<file path="config.mk">
export PLATFORM = sky130hd
export DESIGN_NAME = uart_glitch_campaign_sequencer
export DESIGN_NICKNAME = d
export VERILOG_FILES = /design/src/hdl/ugcs_pkg.sv /design/src/hdl/uart_glitch_campaign_sequencer.sv
export SDC_FILE = /design/constraint.sdc
export NUM_CORES = 1
export LEC_CHECK = 0
export ABC_AREA = 1
export BUFFER_PORTS_ARGS = -buffer_cell sky130_fd_sc_hd__buf_2
export CORE_MARGIN = 1.5
export CORE_UTILIZATION = 56
export CTS_BUF_LIST = sky130_fd_sc_hd__clkbuf_8
export DETAILED_ROUTE_END_ITERATION = 8
export PLACE_DENSITY_LB_ADDON = 0.12
export SETUP_SLACK_MARGIN = 0.5
export SYNTH_ARGS = -nofsm -noshare
export SYNTH_HDL_FRONTEND = slang
export SYNTH_SLANG_ARGS = --single-unit
</file>
<file path="constraint.sdc">
create_clock -name clk -period 5.23 [get_ports clk]
set_input_delay 0.2615 -clock clk [delete_from_list [all_inputs] [get_ports clk]]
set_output_delay 0.2615 -clock clk [all_outputs]
set_load 0.005 [all_outputs]
</file>
<file path="src/hdl/ugcs_pkg.sv">
package ugcs_pkg;

  // Field widths fixed by the interface
  localparam int unsigned DELAY_W = 23;
  localparam int unsigned SWEEP_W = 14;
  localparam int unsigned WAIT_W  = 11;
  localparam int unsigned LEN_W   = 5;
  localparam int unsigned CFG_W   = 23;

  // Campaign phases
  typedef enum logic [1:0] {
    PH_IDLE    = 2'd0,
    PH_READY   = 2'd1,
    PH_RESP    = 2'd2,
    PH_RECYCLE = 2'd3
  } phase_t;

  // Request codes carried by an input word
  localparam logic [2:0] REQ_START  = 3'd0;
  localparam logic [2:0] REQ_TICK   = 3'd1;
  localparam logic [2:0] REQ_CHAR   = 3'd2;
  localparam logic [2:0] REQ_IDLE   = 3'd3;
  localparam logic [2:0] REQ_BUTTON = 3'd4;

  // Result kinds
  localparam logic [1:0] KIND_ARM     = 2'd0;
  localparam logic [1:0] KIND_REPORT  = 2'd1;
  localparam logic [1:0] KIND_STOPPED = 2'd2;

  // Final status codes
  localparam logic [2:0] ST_RUNNING   = 3'd0;
  localparam logic [2:0] ST_GLITCHED  = 3'd1;
  localparam logic [2:0] ST_TIMEOUT   = 3'd2;
  localparam logic [2:0] ST_CANCELLED = 3'd3;
  localparam logic [2:0] ST_EXHAUSTED = 3'd4;

  // Configuration register indexes
  localparam logic [2:0] CFG_TRIGGER_CHAR = 3'd0;
  localparam logic [2:0] CFG_DELAY_MIN    = 3'd1;
  localparam logic [2:0] CFG_DELAY_WANDER = 3'd2;
  localparam logic [2:0] CFG_PULSE_WIDTH  = 3'd3;
  localparam logic [2:0] CFG_RECYCLE_MS   = 3'd4;
  localparam logic [2:0] CFG_REJECT_CHAR  = 3'd5;
  localparam logic [2:0] CFG_RETRY_LIMIT  = 3'd6;
  localparam logic [2:0] CFG_READY_OFF    = 3'd7;

  // Special characters
  localparam logic [7:0] CHAR_CR  = 8'h0D;
  localparam logic [7:0] CHAR_LF  = 8'h0A;
  localparam logic [7:0] CHAR_NUL = 8'h00;

  // Number of runs of one bits in a character.
  function automatic logic [2:0] runs_of_ones(input logic [7:0] v);
    logic [2:0] n;
    logic       prev;
    n    = 3'd0;
    prev = 1'b0;
    for (int i = 0; i < 8; i++) begin
      if (v[i] && !prev) begin
        n = n + 3'd1;
      end
      prev = v[i];
    end
    return n;
  endfunction

endpackage

</file>
<file path="src/hdl/uart_glitch_campaign_sequencer.sv">
// An accepted word is held in the input register, and its result (if any) is loaded
// into the output register when the word leaves the input stage.
// Throughput: one word per cycle; the input stalls only while a result is held in the
// output register and a word waits in the input stage.
// Reset: synchronous, active low; configuration returns to its defaults, the
// campaign goes idle and both pipeline stages empty.
module uart_glitch_campaign_sequencer #(
  parameter int unsigned RESPONSE_LIMIT      = 20,
  parameter int unsigned READY_TIMEOUT_TICKS = 1000
) (
  input  logic                         clk,
  input  logic                         rst_n,
  // Input channel
  input  logic                         in_valid,
  output logic                         in_stall,
  input  logic [2:0]                   in_req_type,
  input  logic [7:0]                   in_rx_char,
  input  logic                         in_ready_level,
  // Result channel
  output logic                         out_valid,
  input  logic                         out_stall,
  output logic [1:0]                   out_result_kind,
  output logic [7:0]                   out_tx_char,
  output logic [ugcs_pkg::DELAY_W-1:0] out_pulse_on_time,
  output logic [2:0]                   out_edge_count,
  output logic [ugcs_pkg::DELAY_W-1:0] out_attempt_delay,
  output logic [ugcs_pkg::SWEEP_W-1:0] out_sweep_index,
  output logic [ugcs_pkg::LEN_W-1:0]   out_response_length,
  output logic                         out_fail_seen,
  output logic [2:0]                   out_final_status,
  // Configuration port
  input  logic                         cfg_we,
  input  logic [2:0]                   cfg_index,
  input  logic [ugcs_pkg::CFG_W-1:0]   cfg_data
);

  localparam logic [ugcs_pkg::LEN_W-1:0]  LEN_LAST = ugcs_pkg::LEN_W'(RESPONSE_LIMIT - 1);
  localparam logic [ugcs_pkg::WAIT_W-1:0] TIMEOUT  = ugcs_pkg::WAIT_W'(READY_TIMEOUT_TICKS);

  // Configuration registers
  logic [7:0]                   trigger_char_r;
  logic [ugcs_pkg::DELAY_W-1:0] delay_min_r;
  logic [5:0]                   delay_wander_r;
  logic [ugcs_pkg::DELAY_W-1:0] pulse_width_r;
  logic [9:0]                   recycle_ms_r;
  logic [7:0]                   reject_char_r;
  logic [ugcs_pkg::SWEEP_W-1:0] retry_limit_r;
  logic                         ready_off_r;

  // Input stage
  logic       s1_valid_r;
  logic [2:0] s1_req_r;
  logic [7:0] s1_char_r;
  logic       s1_ready_r;

  // Campaign state
  ugcs_pkg::phase_t             phase_r, phase_nxt;
  logic [ugcs_pkg::DELAY_W-1:0] delay_r, delay_nxt;
  logic [ugcs_pkg::SWEEP_W-1:0] sweep_r, sweep_nxt;
  logic [ugcs_pkg::WAIT_W-1:0]  wait_r, wait_nxt;
  logic [ugcs_pkg::LEN_W-1:0]   len_r, len_nxt;
  logic                         fail_r, fail_nxt;
  logic                         nul_r, nul_nxt;
  logic                         any_r, any_nxt;

  // Output register
  logic                         out_valid_r, out_valid_nxt;
  logic [1:0]                   kind_r, kind_nxt;
  logic [7:0]                   tx_r, tx_nxt;
  logic [ugcs_pkg::DELAY_W-1:0] pulse_r, pulse_nxt;
  logic [2:0]                   edges_r, edges_nxt;
  logic [ugcs_pkg::DELAY_W-1:0] gdelay_r, gdelay_nxt;
  logic [ugcs_pkg::SWEEP_W-1:0] gsweep_r, gsweep_nxt;
  logic [ugcs_pkg::LEN_W-1:0]   rlen_r, rlen_nxt;
  logic                         rfail_r, rfail_nxt;
  logic [2:0]                   status_r, status_nxt;

  logic advance;
  logic fire;
  logic has_result;

  // Decision flags for the current word
  logic       do_arm, do_check, do_finish, do_stop;
  logic [2:0] stop_status;

  // Helper values
  logic [ugcs_pkg::WAIT_W-1:0]  wait_plus;
  logic [ugcs_pkg::LEN_W-1:0]   len_plus;
  logic [ugcs_pkg::DELAY_W:0]   delay_plus;
  logic [ugcs_pkg::DELAY_W:0]   delay_top;
  logic [ugcs_pkg::SWEEP_W-1:0] sweep_plus;
  logic                         is_crlf;
  logic [2:0]                   fin_status;

  // The input stage moves on whenever the output register is free or being taken.
  assign advance  = !out_valid_r || !out_stall;
  assign fire     = s1_valid_r && advance;
  assign in_stall = s1_valid_r && !advance;

  assign wait_plus  = wait_r + ugcs_pkg::WAIT_W'(1);
  assign len_plus   = len_r + ugcs_pkg::LEN_W'(1);
  assign delay_plus = {1'b0, delay_r} + (ugcs_pkg::DELAY_W+1)'(1);
  assign delay_top  = {1'b0, delay_min_r} + (ugcs_pkg::DELAY_W+1)'(delay_wander_r);
  assign sweep_plus = sweep_r + ugcs_pkg::SWEEP_W'(1);
  assign is_crlf    = (s1_char_r == ugcs_pkg::CHAR_CR) || (s1_char_r == ugcs_pkg::CHAR_LF);

  // Configuration writes
  always_ff @(posedge clk) begin
    if (!rst_n) begin
      trigger_char_r <= 8'd13;
      delay_min_r    <= ugcs_pkg::DELAY_W'(1);
      delay_wander_r <= 6'd1;
      pulse_width_r  <= ugcs_pkg::DELAY_W'(1);
      recycle_ms_r   <= 10'd10;
      reject_char_r  <= 8'd35;
      retry_limit_r  <= ugcs_pkg::SWEEP_W'(100);
      ready_off_r    <= 1'b1;
    end else if (cfg_we) begin
      unique case (cfg_index)
        ugcs_pkg::CFG_TRIGGER_CHAR: trigger_char_r <= cfg_data[7:0];
        ugcs_pkg::CFG_DELAY_MIN:    delay_min_r    <= cfg_data[ugcs_pkg::DELAY_W-1:0];
        ugcs_pkg::CFG_DELAY_WANDER: delay_wander_r <= cfg_data[5:0];
        ugcs_pkg::CFG_PULSE_WIDTH:  pulse_width_r  <= cfg_data[ugcs_pkg::DELAY_W-1:0];
        ugcs_pkg::CFG_RECYCLE_MS:   recycle_ms_r   <= cfg_data[9:0];
        ugcs_pkg::CFG_REJECT_CHAR:  reject_char_r  <= cfg_data[7:0];
        ugcs_pkg::CFG_RETRY_LIMIT:  retry_limit_r  <= cfg_data[ugcs_pkg::SWEEP_W-1:0];
        ugcs_pkg::CFG_READY_OFF:    ready_off_r    <= cfg_data[0];
        default: ;
      endcase
    end
  end

  // Input register
  always_ff @(posedge clk) begin
    if (!rst_n) begin
      s1_valid_r <= 1'b0;
    end else if (!in_stall) begin
      s1_valid_r <= in_valid;
    end
  end

  always_ff @(posedge clk) begin
    if (!in_stall && in_valid) begin
      s1_req_r   <= in_req_type;
      s1_char_r  <= in_rx_char;
      s1_ready_r <= in_ready_level;
    end
  end

  // Decide what the word in the input stage does to the campaign.
  always_comb begin
    do_arm      = 1'b0;
    do_check    = 1'b0;
    do_finish   = 1'b0;
    do_stop     = 1'b0;
    stop_status = ugcs_pkg::ST_CANCELLED;
    delay_nxt   = delay_r;
    sweep_nxt   = sweep_r;
    wait_nxt    = wait_r;
    len_nxt     = len_r;
    fail_nxt    = fail_r;
    nul_nxt     = nul_r;
    any_nxt     = any_r;
    if (fire) begin
      if (s1_req_r == ugcs_pkg::REQ_BUTTON) begin
        do_stop = (phase_r != ugcs_pkg::PH_IDLE);
      end else if (s1_req_r == ugcs_pkg::REQ_START) begin
        if (phase_r == ugcs_pkg::PH_IDLE) begin
          delay_nxt = delay_min_r;
          sweep_nxt = '0;
          do_check  = 1'b1;
        end
      end else if (s1_req_r == ugcs_pkg::REQ_TICK || s1_req_r == ugcs_pkg::REQ_CHAR ||
                   s1_req_r == ugcs_pkg::REQ_IDLE) begin
        unique case (phase_r)
          ugcs_pkg::PH_READY: begin
            if (ready_off_r || s1_ready_r) begin
              do_arm = 1'b1;
            end else if (s1_req_r == ugcs_pkg::REQ_TICK) begin
              wait_nxt = wait_plus;
              if (wait_plus > TIMEOUT) begin
                do_stop     = 1'b1;
                stop_status = ugcs_pkg::ST_TIMEOUT;
              end
            end
          end
          ugcs_pkg::PH_RECYCLE: begin
            if (s1_req_r == ugcs_pkg::REQ_TICK) begin
              wait_nxt = wait_plus;
              do_check = (wait_plus >= ugcs_pkg::WAIT_W'(recycle_ms_r));
            end
          end
          ugcs_pkg::PH_RESP: begin
            if (s1_req_r == ugcs_pkg::REQ_IDLE) begin
              do_finish = any_r;
            end else if (s1_req_r == ugcs_pkg::REQ_CHAR) begin
              any_nxt = 1'b1;
              if (is_crlf) begin
                do_finish = (len_r != '0);
              end else begin
                if (s1_char_r == ugcs_pkg::CHAR_NUL) begin
                  nul_nxt = 1'b1;
                end else if (!nul_r && s1_char_r == reject_char_r) begin
                  fail_nxt = 1'b1;
                end
                len_nxt   = len_plus;
                do_finish = (len_plus >= LEN_LAST);
              end
            end
          end
          default: ;
        endcase
      end
      // Ready check after start or recycle: arm, or wait for ready.
      if (do_check) begin
        if (ready_off_r || s1_ready_r) begin
          do_arm = 1'b1;
        end else begin
          wait_nxt = '0;
        end
      end
      // Arming opens a fresh response.
      if (do_arm) begin
        len_nxt  = '0;
        fail_nxt = 1'b0;
        nul_nxt  = 1'b0;
        any_nxt  = 1'b0;
      end
    end
  end

  // Outcome of a finished response: glitched, sweeps exhausted, or still running.
  always_comb begin
    fin_status = ugcs_pkg::ST_RUNNING;
    if (do_finish) begin
      if (!fail_nxt) begin
        fin_status = ugcs_pkg::ST_GLITCHED;
      end else if (delay_plus > delay_top || delay_plus[ugcs_pkg::DELAY_W]) begin
        if (sweep_plus >= retry_limit_r) begin
          fin_status = ugcs_pkg::ST_EXHAUSTED;
        end
      end
    end
  end

  // Next phase
  always_comb begin
    phase_nxt = phase_r;
    if (do_stop) begin
      phase_nxt = ugcs_pkg::PH_IDLE;
    end else if (do_arm) begin
      phase_nxt = ugcs_pkg::PH_RESP;
    end else if (do_check) begin
      phase_nxt = ugcs_pkg::PH_READY;
    end else if (do_finish) begin
      if (fin_status == ugcs_pkg::ST_RUNNING) begin
        phase_nxt = ugcs_pkg::PH_RECYCLE;
      end else begin
        phase_nxt = ugcs_pkg::PH_IDLE;
      end
    end
  end

  // Result word
  always_comb begin
    has_result = do_stop || do_arm || do_finish;
    kind_nxt   = ugcs_pkg::KIND_ARM;
    tx_nxt     = 8'd0;
    pulse_nxt  = '0;
    edges_nxt  = 3'd0;
    gdelay_nxt = delay_r;
    gsweep_nxt = sweep_r;
    rlen_nxt   = '0;
    rfail_nxt  = 1'b0;
    status_nxt = ugcs_pkg::ST_RUNNING;
    if (do_stop) begin
      kind_nxt   = ugcs_pkg::KIND_STOPPED;
      status_nxt = stop_status;
    end else if (do_arm) begin
      tx_nxt     = trigger_char_r;
      pulse_nxt  = pulse_width_r;
      edges_nxt  = ugcs_pkg::runs_of_ones(trigger_char_r);
      gdelay_nxt = delay_nxt;
      gsweep_nxt = sweep_nxt;
    end else if (do_finish) begin
      kind_nxt   = ugcs_pkg::KIND_REPORT;
      rlen_nxt   = len_nxt;
      rfail_nxt  = fail_nxt;
      status_nxt = fin_status;
    end
    out_valid_nxt = out_valid_r && out_stall;
    if (fire) begin
      out_valid_nxt = has_result;
    end
  end

  // Campaign state registers
  always_ff @(posedge clk) begin
    if (!rst_n) begin
      phase_r <= ugcs_pkg::PH_IDLE;
      delay_r <= '0;
      sweep_r <= '0;
      wait_r  <= '0;
      len_r   <= '0;
      fail_r  <= 1'b0;
      nul_r   <= 1'b0;
      any_r   <= 1'b0;
    end else begin
      phase_r <= phase_nxt;
      wait_r  <= (do_finish && fin_status == ugcs_pkg::ST_RUNNING) ? '0 : wait_nxt;
      len_r   <= len_nxt;
      fail_r  <= fail_nxt;
      nul_r   <= nul_nxt;
      any_r   <= any_nxt;
      if (do_finish && fail_nxt) begin
        if (delay_plus > delay_top || delay_plus[ugcs_pkg::DELAY_W]) begin
          delay_r <= delay_min_r;
          sweep_r <= sweep_plus;
        end else begin
          delay_r <= delay_plus[ugcs_pkg::DELAY_W-1:0];
        end
      end else begin
        delay_r <= delay_nxt;
        sweep_r <= sweep_nxt;
      end
    end
  end

  // Output register
  always_ff @(posedge clk) begin
    if (!rst_n) begin
      out_valid_r <= 1'b0;
    end else begin
      out_valid_r <= out_valid_nxt;
    end
  end

  always_ff @(posedge clk) begin
    if (fire && has_result) begin
      kind_r   <= kind_nxt;
      tx_r     <= tx_nxt;
      pulse_r  <= pulse_nxt;
      edges_r  <= edges_nxt;
      gdelay_r <= gdelay_nxt;
      gsweep_r <= gsweep_nxt;
      rlen_r   <= rlen_nxt;
      rfail_r  <= rfail_nxt;
      status_r <= status_nxt;
    end
  end

  assign out_valid           = out_valid_r;
  assign out_result_kind     = kind_r;
  assign out_tx_char         = tx_r;
  assign out_pulse_on_time   = pulse_r;
  assign out_edge_count      = edges_r;
  assign out_attempt_delay   = gdelay_r;
  assign out_sweep_index     = gsweep_r;
  assign out_response_length = rlen_r;
  assign out_fail_seen       = rfail_r;
  assign out_final_status    = status_r;

  // A stop result always leaves the campaign idle.
  a_stop_idle: assert property (@(posedge clk) disable iff (!rst_n)
    (fire && do_stop) |=> (phase_r == ugcs_pkg::PH_IDLE))
    else $error("stop result did not leave the campaign idle");

  // An arm result always opens an empty response.
  a_arm_resp: assert property (@(posedge clk) disable iff (!rst_n)
    (fire && do_arm && !do_stop) |=> (phase_r == ugcs_pkg::PH_RESP && len_r == '0))
    else $error("arm did not open an empty response");

  // The stored length never passes the response limit.
  a_len_bound: assert property (@(posedge clk) disable iff (!rst_n)
    (len_r <= LEN_LAST))
    else $error("stored response length beyond limit");

  // The input only stalls with a word held in the input stage.
  a_stall_held: assert property (@(posedge clk) disable iff (!rst_n)
    in_stall |-> (s1_valid_r && out_valid_r))
    else $error("input stalled without a held word");

endmodule
</file>
Word level (Yosys, flattened, before mapping)
Cells that the tools add are included.
Operators by class
  add/subtract/negate cells: 12
  $mul: 0
  div/mod/pow operators: 0
  $lt $le $gt $ge: 5
  eq/ne operators: 22
  shift operators: 0
  mux-type cells: 136
  bitwise logic cells: 3
  reduce and logical (&&, ||, !) cells: 64
Operators by type and width (number)
  $mux 23: 8
  $mux 14: 8
  $mux 3: 28
  $mux 11: 7
  $mux 1: 71
  $mux 5: 9
  $add 23x1->24 const B: 1
  $add 23x6->24: 1
  $gt 24x24->1: 1
  $pmux 11 s2: 1
  $add 3x1->3 const B: 7
  $eq 8x4->1 const B: 2
  $reduce_and 2->1: 8
  $eq 3x3->1 const B: 5
  $logic_and 1x1->1: 15
  $add 14x1->14 const B: 1
  $ge 14x14->1: 1
  $eq 3x2->1 const B: 4
  $logic_not 1->1: 12
  $reduce_bool 2->1: 6
  $add 11x1->11 const B: 1
  $ge 11x10->1: 1
  $gt 11x10->1 const B: 1
  $logic_not 3->1: 3
  other kinds (19): 40
Word-level totals
  flip-flop bits (word level): 247
  bits in latches: 0
  RAM bits: 0
  memory bits (read-only): 0
  bits of input ports: 43
  output and inout port bits: 84
  logic and storage cells: 274
  memories kept: 0

Depth between registers and ports, before layout
  word-level depth: 39
  mapped depth: 28
  mapped depth without buffers: 27

Worst setup path before layout
OpenSTA, ideal clock, no wires.
  path kind: reg2reg
  start: register wait_r[1] (netlist bit)
  end: register gdelay_r (netlist bit out_attempt_delay[0]), enable pin
  setup time: 1.007 ns
  arrival: 4.120 ns
  required time: 4.223 ns
  path slack: 0.102 ns
  cell stages (with the launch flop): 22
  buffers on the path: 2
  clock period less this slack: 5.128 ns
  cells stage by stage: dfxtp_1 > ha_1 > nand2_1 > nor2_2 > nand2_1 > nand2_1 > inv_1 > ha_1 > nand2_1 > nand2_1 > a21oi_1 > nand2_1 > nand2_1 > nand3_1 > nand2_1 > nand2_1 > nand2_1 > nand3_2 > nand3_2 > buf_6 > buf_6 > nand3_1
Between the ends
  cells in the longest elaborated chain, start to end: 14
  elaborated cells on any way between the ends: 23
  those cells by class: 1 x add/sub; 2 x order compare; 17 x mux; 3 x reduce/logical
RTL lines
  start: declaration: line uart_glitch_campaign_sequencer.sv:60  | logic [ugcs_pkg::WAIT_W-1:0] wait_r, wait_nxt;
  start signal: assignment: line uart_glitch_campaign_sequencer.sv:310  | wait_r <= (do_finish && fin_status == ugcs_pkg::ST_RUNNING) ? '0 : wait_nxt;
  $add 11x1->11 (*): line uart_glitch_campaign_sequencer.sv:100  | assign wait_plus = wait_r + ugcs_pkg::WAIT_W'(1);
  $ge 11x10->1: line uart_glitch_campaign_sequencer.sv:190  | do_check = (wait_plus >= ugcs_pkg::WAIT_W'(recycle_ms_r));
  $mux 1: line uart_glitch_campaign_sequencer.sv:188  | if (s1_req_r == ugcs_pkg::REQ_TICK) begin
  $mux 1: line uart_glitch_campaign_sequencer.sv:175  | unique case (phase_r)
  $mux 1: line uart_glitch_campaign_sequencer.sv:173  | end else if (s1_req_r == ugcs_pkg::REQ_TICK || s1_req_r == ugcs_pkg::REQ_CHAR ||
  $mux 1: line uart_glitch_campaign_sequencer.sv:167  | end else if (s1_req_r == ugcs_pkg::REQ_START) begin
  $mux 1: line uart_glitch_campaign_sequencer.sv:165  | if (s1_req_r == ugcs_pkg::REQ_BUTTON) begin
  $mux 1: line uart_glitch_campaign_sequencer.sv:164  | if (fire) begin
  $mux 1: line uart_glitch_campaign_sequencer.sv:215  | if (do_check) begin
  $mux 1 (2 in a row): line uart_glitch_campaign_sequencer.sv:164
  $logic_or 1x1->1 (*) (2 in a row): line uart_glitch_campaign_sequencer.sv:266  | has_result = do_stop || do_arm || do_finish;
  $logic_and 1x1->1 (*): line uart_glitch_campaign_sequencer.sv:339  | if (fire && has_result) begin
  end signal: assignment: line uart_glitch_campaign_sequencer.sv:344  | gdelay_r <= gdelay_nxt;
  end: declaration: line uart_glitch_campaign_sequencer.sv:72  | logic [ugcs_pkg::DELAY_W-1:0] gdelay_r, gdelay_nxt;
Every way passes the cells marked *; elsewhere a longest branch is shown, timed or not. The select of a mux whose other input is x is not followed.
A chain may end at the register's enable or synchronous reset.

Final worst setup path
  start: register delay_min_r[3] (netlist bit)
  end: register delay_r[21] (netlist bit)
Between the ends
  cells in the longest elaborated chain, start to end: 5
RTL lines
  start: declaration: line uart_glitch_campaign_sequencer.sv:42  | logic [ugcs_pkg::DELAY_W-1:0] delay_min_r;
  start signal: assignment: line uart_glitch_campaign_sequencer.sv:111  | delay_min_r <= ugcs_pkg::DELAY_W'(1);
  start signal: assignment: line uart_glitch_campaign_sequencer.sv:121  | ugcs_pkg::CFG_DELAY_MIN: delay_min_r <= cfg_data[ugcs_pkg::DELAY_W-1:0];
  $add 23x6->24: line uart_glitch_campaign_sequencer.sv:103  | assign delay_top = {1'b0, delay_min_r} + (ugcs_pkg::DELAY_W+1)'(delay_wander_r);
  $gt 24x24->1: line uart_glitch_campaign_sequencer.sv:316  | if (delay_plus > delay_top || delay_plus[ugcs_pkg::DELAY_W]) begin
  $logic_or 1x1->1: line uart_glitch_campaign_sequencer.sv:316
  $mux 23: line uart_glitch_campaign_sequencer.sv:316
  $mux 23: line uart_glitch_campaign_sequencer.sv:315  | if (do_finish && fail_nxt) begin
  end signal: assignment: line uart_glitch_campaign_sequencer.sv:317  | delay_r <= delay_min_r;
  end signal: assignment: line uart_glitch_campaign_sequencer.sv:320  | delay_r <= delay_plus[ugcs_pkg::DELAY_W-1:0];
  end signal: assignment: line uart_glitch_campaign_sequencer.sv:323  | delay_r <= delay_nxt;
  end: declaration: line uart_glitch_campaign_sequencer.sv:58  | logic [ugcs_pkg::DELAY_W-1:0] delay_r, delay_nxt;
No other way between the ends.

==> flow_summary.yaml <==
floorplan:
  initial_utilization_pct: 57.3
  die_h_microns: 158
  die_w_microns: 158
  ioPinCount: 127
  core-area_sq_mm: 0.0235
  die-area_sq_mm: 0.0250
  rows: 56
detailed_routing:
  drt-vias-per-instance: 5.38
  firstDrtPassIters: 5
  vias: 11994
  drt_iter0_drc: 922
  antenna_left: 0
  drc_errors: 0
  wire_per_inst_microns: 15.3
  wl_microns: 34100
synth:
  synth_cell_types: 49
  ys_ff_latch: 246
  yosys.cell_count.top_type: "nand2_1"
  synth_edf_count: 93
  synthFlopType: "dfxtp_1"
  synth_area_sq_mm: 0.0135
  ys_seq_area_share_pct: 43.4
  yosysWarnings: 0
  synth_cells: 1752
  synth_commonest_cells: "nand2_1, inv_1, nor2_1"
  synth_top_cell_by_area: "dfxtp_1"
  avgSynthCellArea_sq_um: 7.70
  ys_top_cells_by_area: "dfxtp_1, edfxtp_1, nand2_1, inv_1, ha_1"
  synthArstFlopShare_pct: 0
  synth_top_area_share_pct: 22.7
  syn-num-nets: 1861
sta:
  period_share_pct: 80.9
  finalSetupViolCount: 0
  worst_pin_slew_ns: 1.18
  grt_setup_unrepaired: "false"
  slew_viol_final: 0
  final_hold_viol_count: 0
  setup_tns_ns: 0
  maxSlewHeadroom_pct: 21.1
  skew_ns: 0.0363
  fmax_mhz: 236
  period_needed_ns: 4.23
global_routing:
  grt_max_degree: 76
  overflow: 0
  grt_pass1_vias: 10630
  grt_pass1_wl_microns: 53700
  antenna_found_initial: 0
  track_usage_pct: 27.4
clock_tree:
  clk_pin_slew_worst_paths_ns: 0.07
  cts-root-buf: "clkbuf_8"
  clock_path_buffers: 3
  tritoncts: "yes"
  clock-sinks: 246
  numCtsBuffers: 41
  cts_max_level: 2
  clock_latency_ns: 0.57
critical_path:
  slowest_delay_ns: 0.37
  cp-start-kind: "flip-flop"
  cp.required_ns: 5.72
  crit_fanout: 36
  path_common_cell: "nand2_1"
  crit_type: "reg2reg"
  worstSetupEndpointType: "flip-flop"
  cp.arrival_ns: 4.72
  slowest_stage: "ha_1"
placement:
  routabilityCongestion: 0.905
  hpwl_microns: 23600
  port_buffers: 126
final_layout:
  fillers: 2111
  drive_above_1_share_pct: 12.6
  fin_nets: 1990
  area_growth_pct: 12.7
  diodes: 0
  final_util_pct: 64.6
hold_path:
  hp-class: "in2reg"
flow_run:
  max_cap_violations: 0
pwr:
  p_leak_nw: 6.83
  peakVddDrop_mv: 0.250
  cellPowerDensity_mw_per_mm2: 267
  total_power_mw: 4.06
status:
  outcome: "completed"
==> cell usage in the layout (no fill, tap or decap), types with 14 or more instances in the layout <==
master / Yosys / final
nor3_1: 16 / 16
dfxtp_1: 153 / 153
nand2_1: 367 / 366
nor2_1: 171 / 170
edfxtp_1: 93 / 93
o21ai_0: 151 / 151
a21oi_1: 117 / 117
clkbuf_8: 0 / 46
xor2_1: 49 / 49
o211ai_1: 14 / 14
buf_2: 4 / 125
ha_1: 65 / 65
dlygate4sd3_1: 0 / 15
inv_1: 233 / 247
o21ai_1: 14 / 14
nand3_1: 150 / 149
==> flip-flops by register name, summed over array words and instances, names as in the netlist, 2 cells and up <==
register / flops
delay_wander_r: 6
sweep_r: 14
out_attempt_delay: 23
delay_min_r: 23
out_tx_char: 8
s1_char_r: 8
out_edge_count: 3
trigger_char_r: 8
pulse_width_r: 23
s1_req_r: 3
delay_r: 23
retry_limit_r: 14
out_sweep_index: 14
reject_char_r: 8
wait_r: 11
out_final_status: 2
out_pulse_on_time: 23
phase_r: 2
len_r: 5
recycle_ms_r: 10
out_response_length: 5
out_result_kind: 2
==> layer usage <==
metal  up-vias  wire length, microns  share of wire, %  GRT usage [%]
met5         -                     0                 0              0
met4         0                   739               2.2           7.39
met3        71                  2650               7.8           4.71
met2       435                 15500                46           44.5
met1      5480                 15200                45           37.6
li1       6008                     -                 -              -
==> path summary, 6_finish.rpt <==
path | from | end | slack, ns | depth (start not counted)
setup reg to reg | delay_min_r[3] | delay_r[21] | 1.0 | 27
setup / recovery | delay_min_r[3] | delay_r[21] | 1.0 | 27
hold reg to reg | pulse_width_r[4] | pulse_width_r[4] | 0.45 | 2
hold / removal | cfg_data[15] | delay_min_r[15] | 0.04 | 3
==> metrics by stage <==
| step | std cells | area, sq um | hold slack, ns | setup slack (ns) |
|---|---|---|---|---|
| 2_1_floorplan | 1752 | 13500 | 0.360 | 1.16 |
| 3_3_place_gp | 2139 | 14200 | 0.439 | 0.873 |
| 3_5_place_dp | 2139 | 14200 | 0.440 | 0.646 |
| 4_1_cts | 2228 | 15200 | 0.0115 | 0.627 |
| 5_1_grt | 2231 | 15200 | 0.0449 | 0.468 |
| 6_report | 2231 | 15200 | 0.0449 | 0.997 |
==> where the power goes <==
| part | internal, mW | switching, mW | leakage (nW) | total, mW |
|---|---|---|---|---|
| Clock | 0.917 | 0.800 | 0.478 | 1.72 |
| Sequential | 2.02 | 0.0294 | 2.17 | 2.05 |
| Combinational | 0.0964 | 0.202 | 4.18 | 0.299 |
==> critical path, delay by kind of cell (launching register included) <==
| family | cells | cell delay, ns |
|---|---|---|
| AND/OR/NAND/NOR | 20 | 2.53 |
| adder cells (fa/ha/maj) | 2 | 0.65 |
| buffers and inverters | 3 | 0.40 |
| flip-flops | 1 | 0.33 |
| XOR/XNOR | 1 | 0.14 |
| AO/OA/AOI/OAI | 1 | 0.09 |
==> cells by family after synthesis <==
family                     synth area share (%)
adders and majority gates                  6.18
AOI/OAI and AO/OA                          12.9
and+or+nand+nor                            24.0
DFF                                        43.4
buffers and inverters                      9.79
xor gates and xnor gates                   3.77
==> layout make-up <==
cell class | instances | area (sq um) | area share [%]
Sequential cell | 246 | 5860 | 38.5
Timing Repair Buffer | 151 | 862 | 5.67
Multi-Input combinational cell | 1198 | 6340 | 41.7
Clock inverter | 28 | 194 | 1.28
Tap cell | 319 | 399 | 2.63
Clock buffer | 46 | 633 | 4.17
Inverter | 243 | 916 | 6.03
==> what timing repair did <==
action	in CTS	in global routing
hold buffers	15	0
buffers inserted	0	3
hold endpoints to repair	15	0
resized for setup	0	3
endpoints found under the setup margin	0	47
Note: power is estimated with default switching activity, not from simulation.
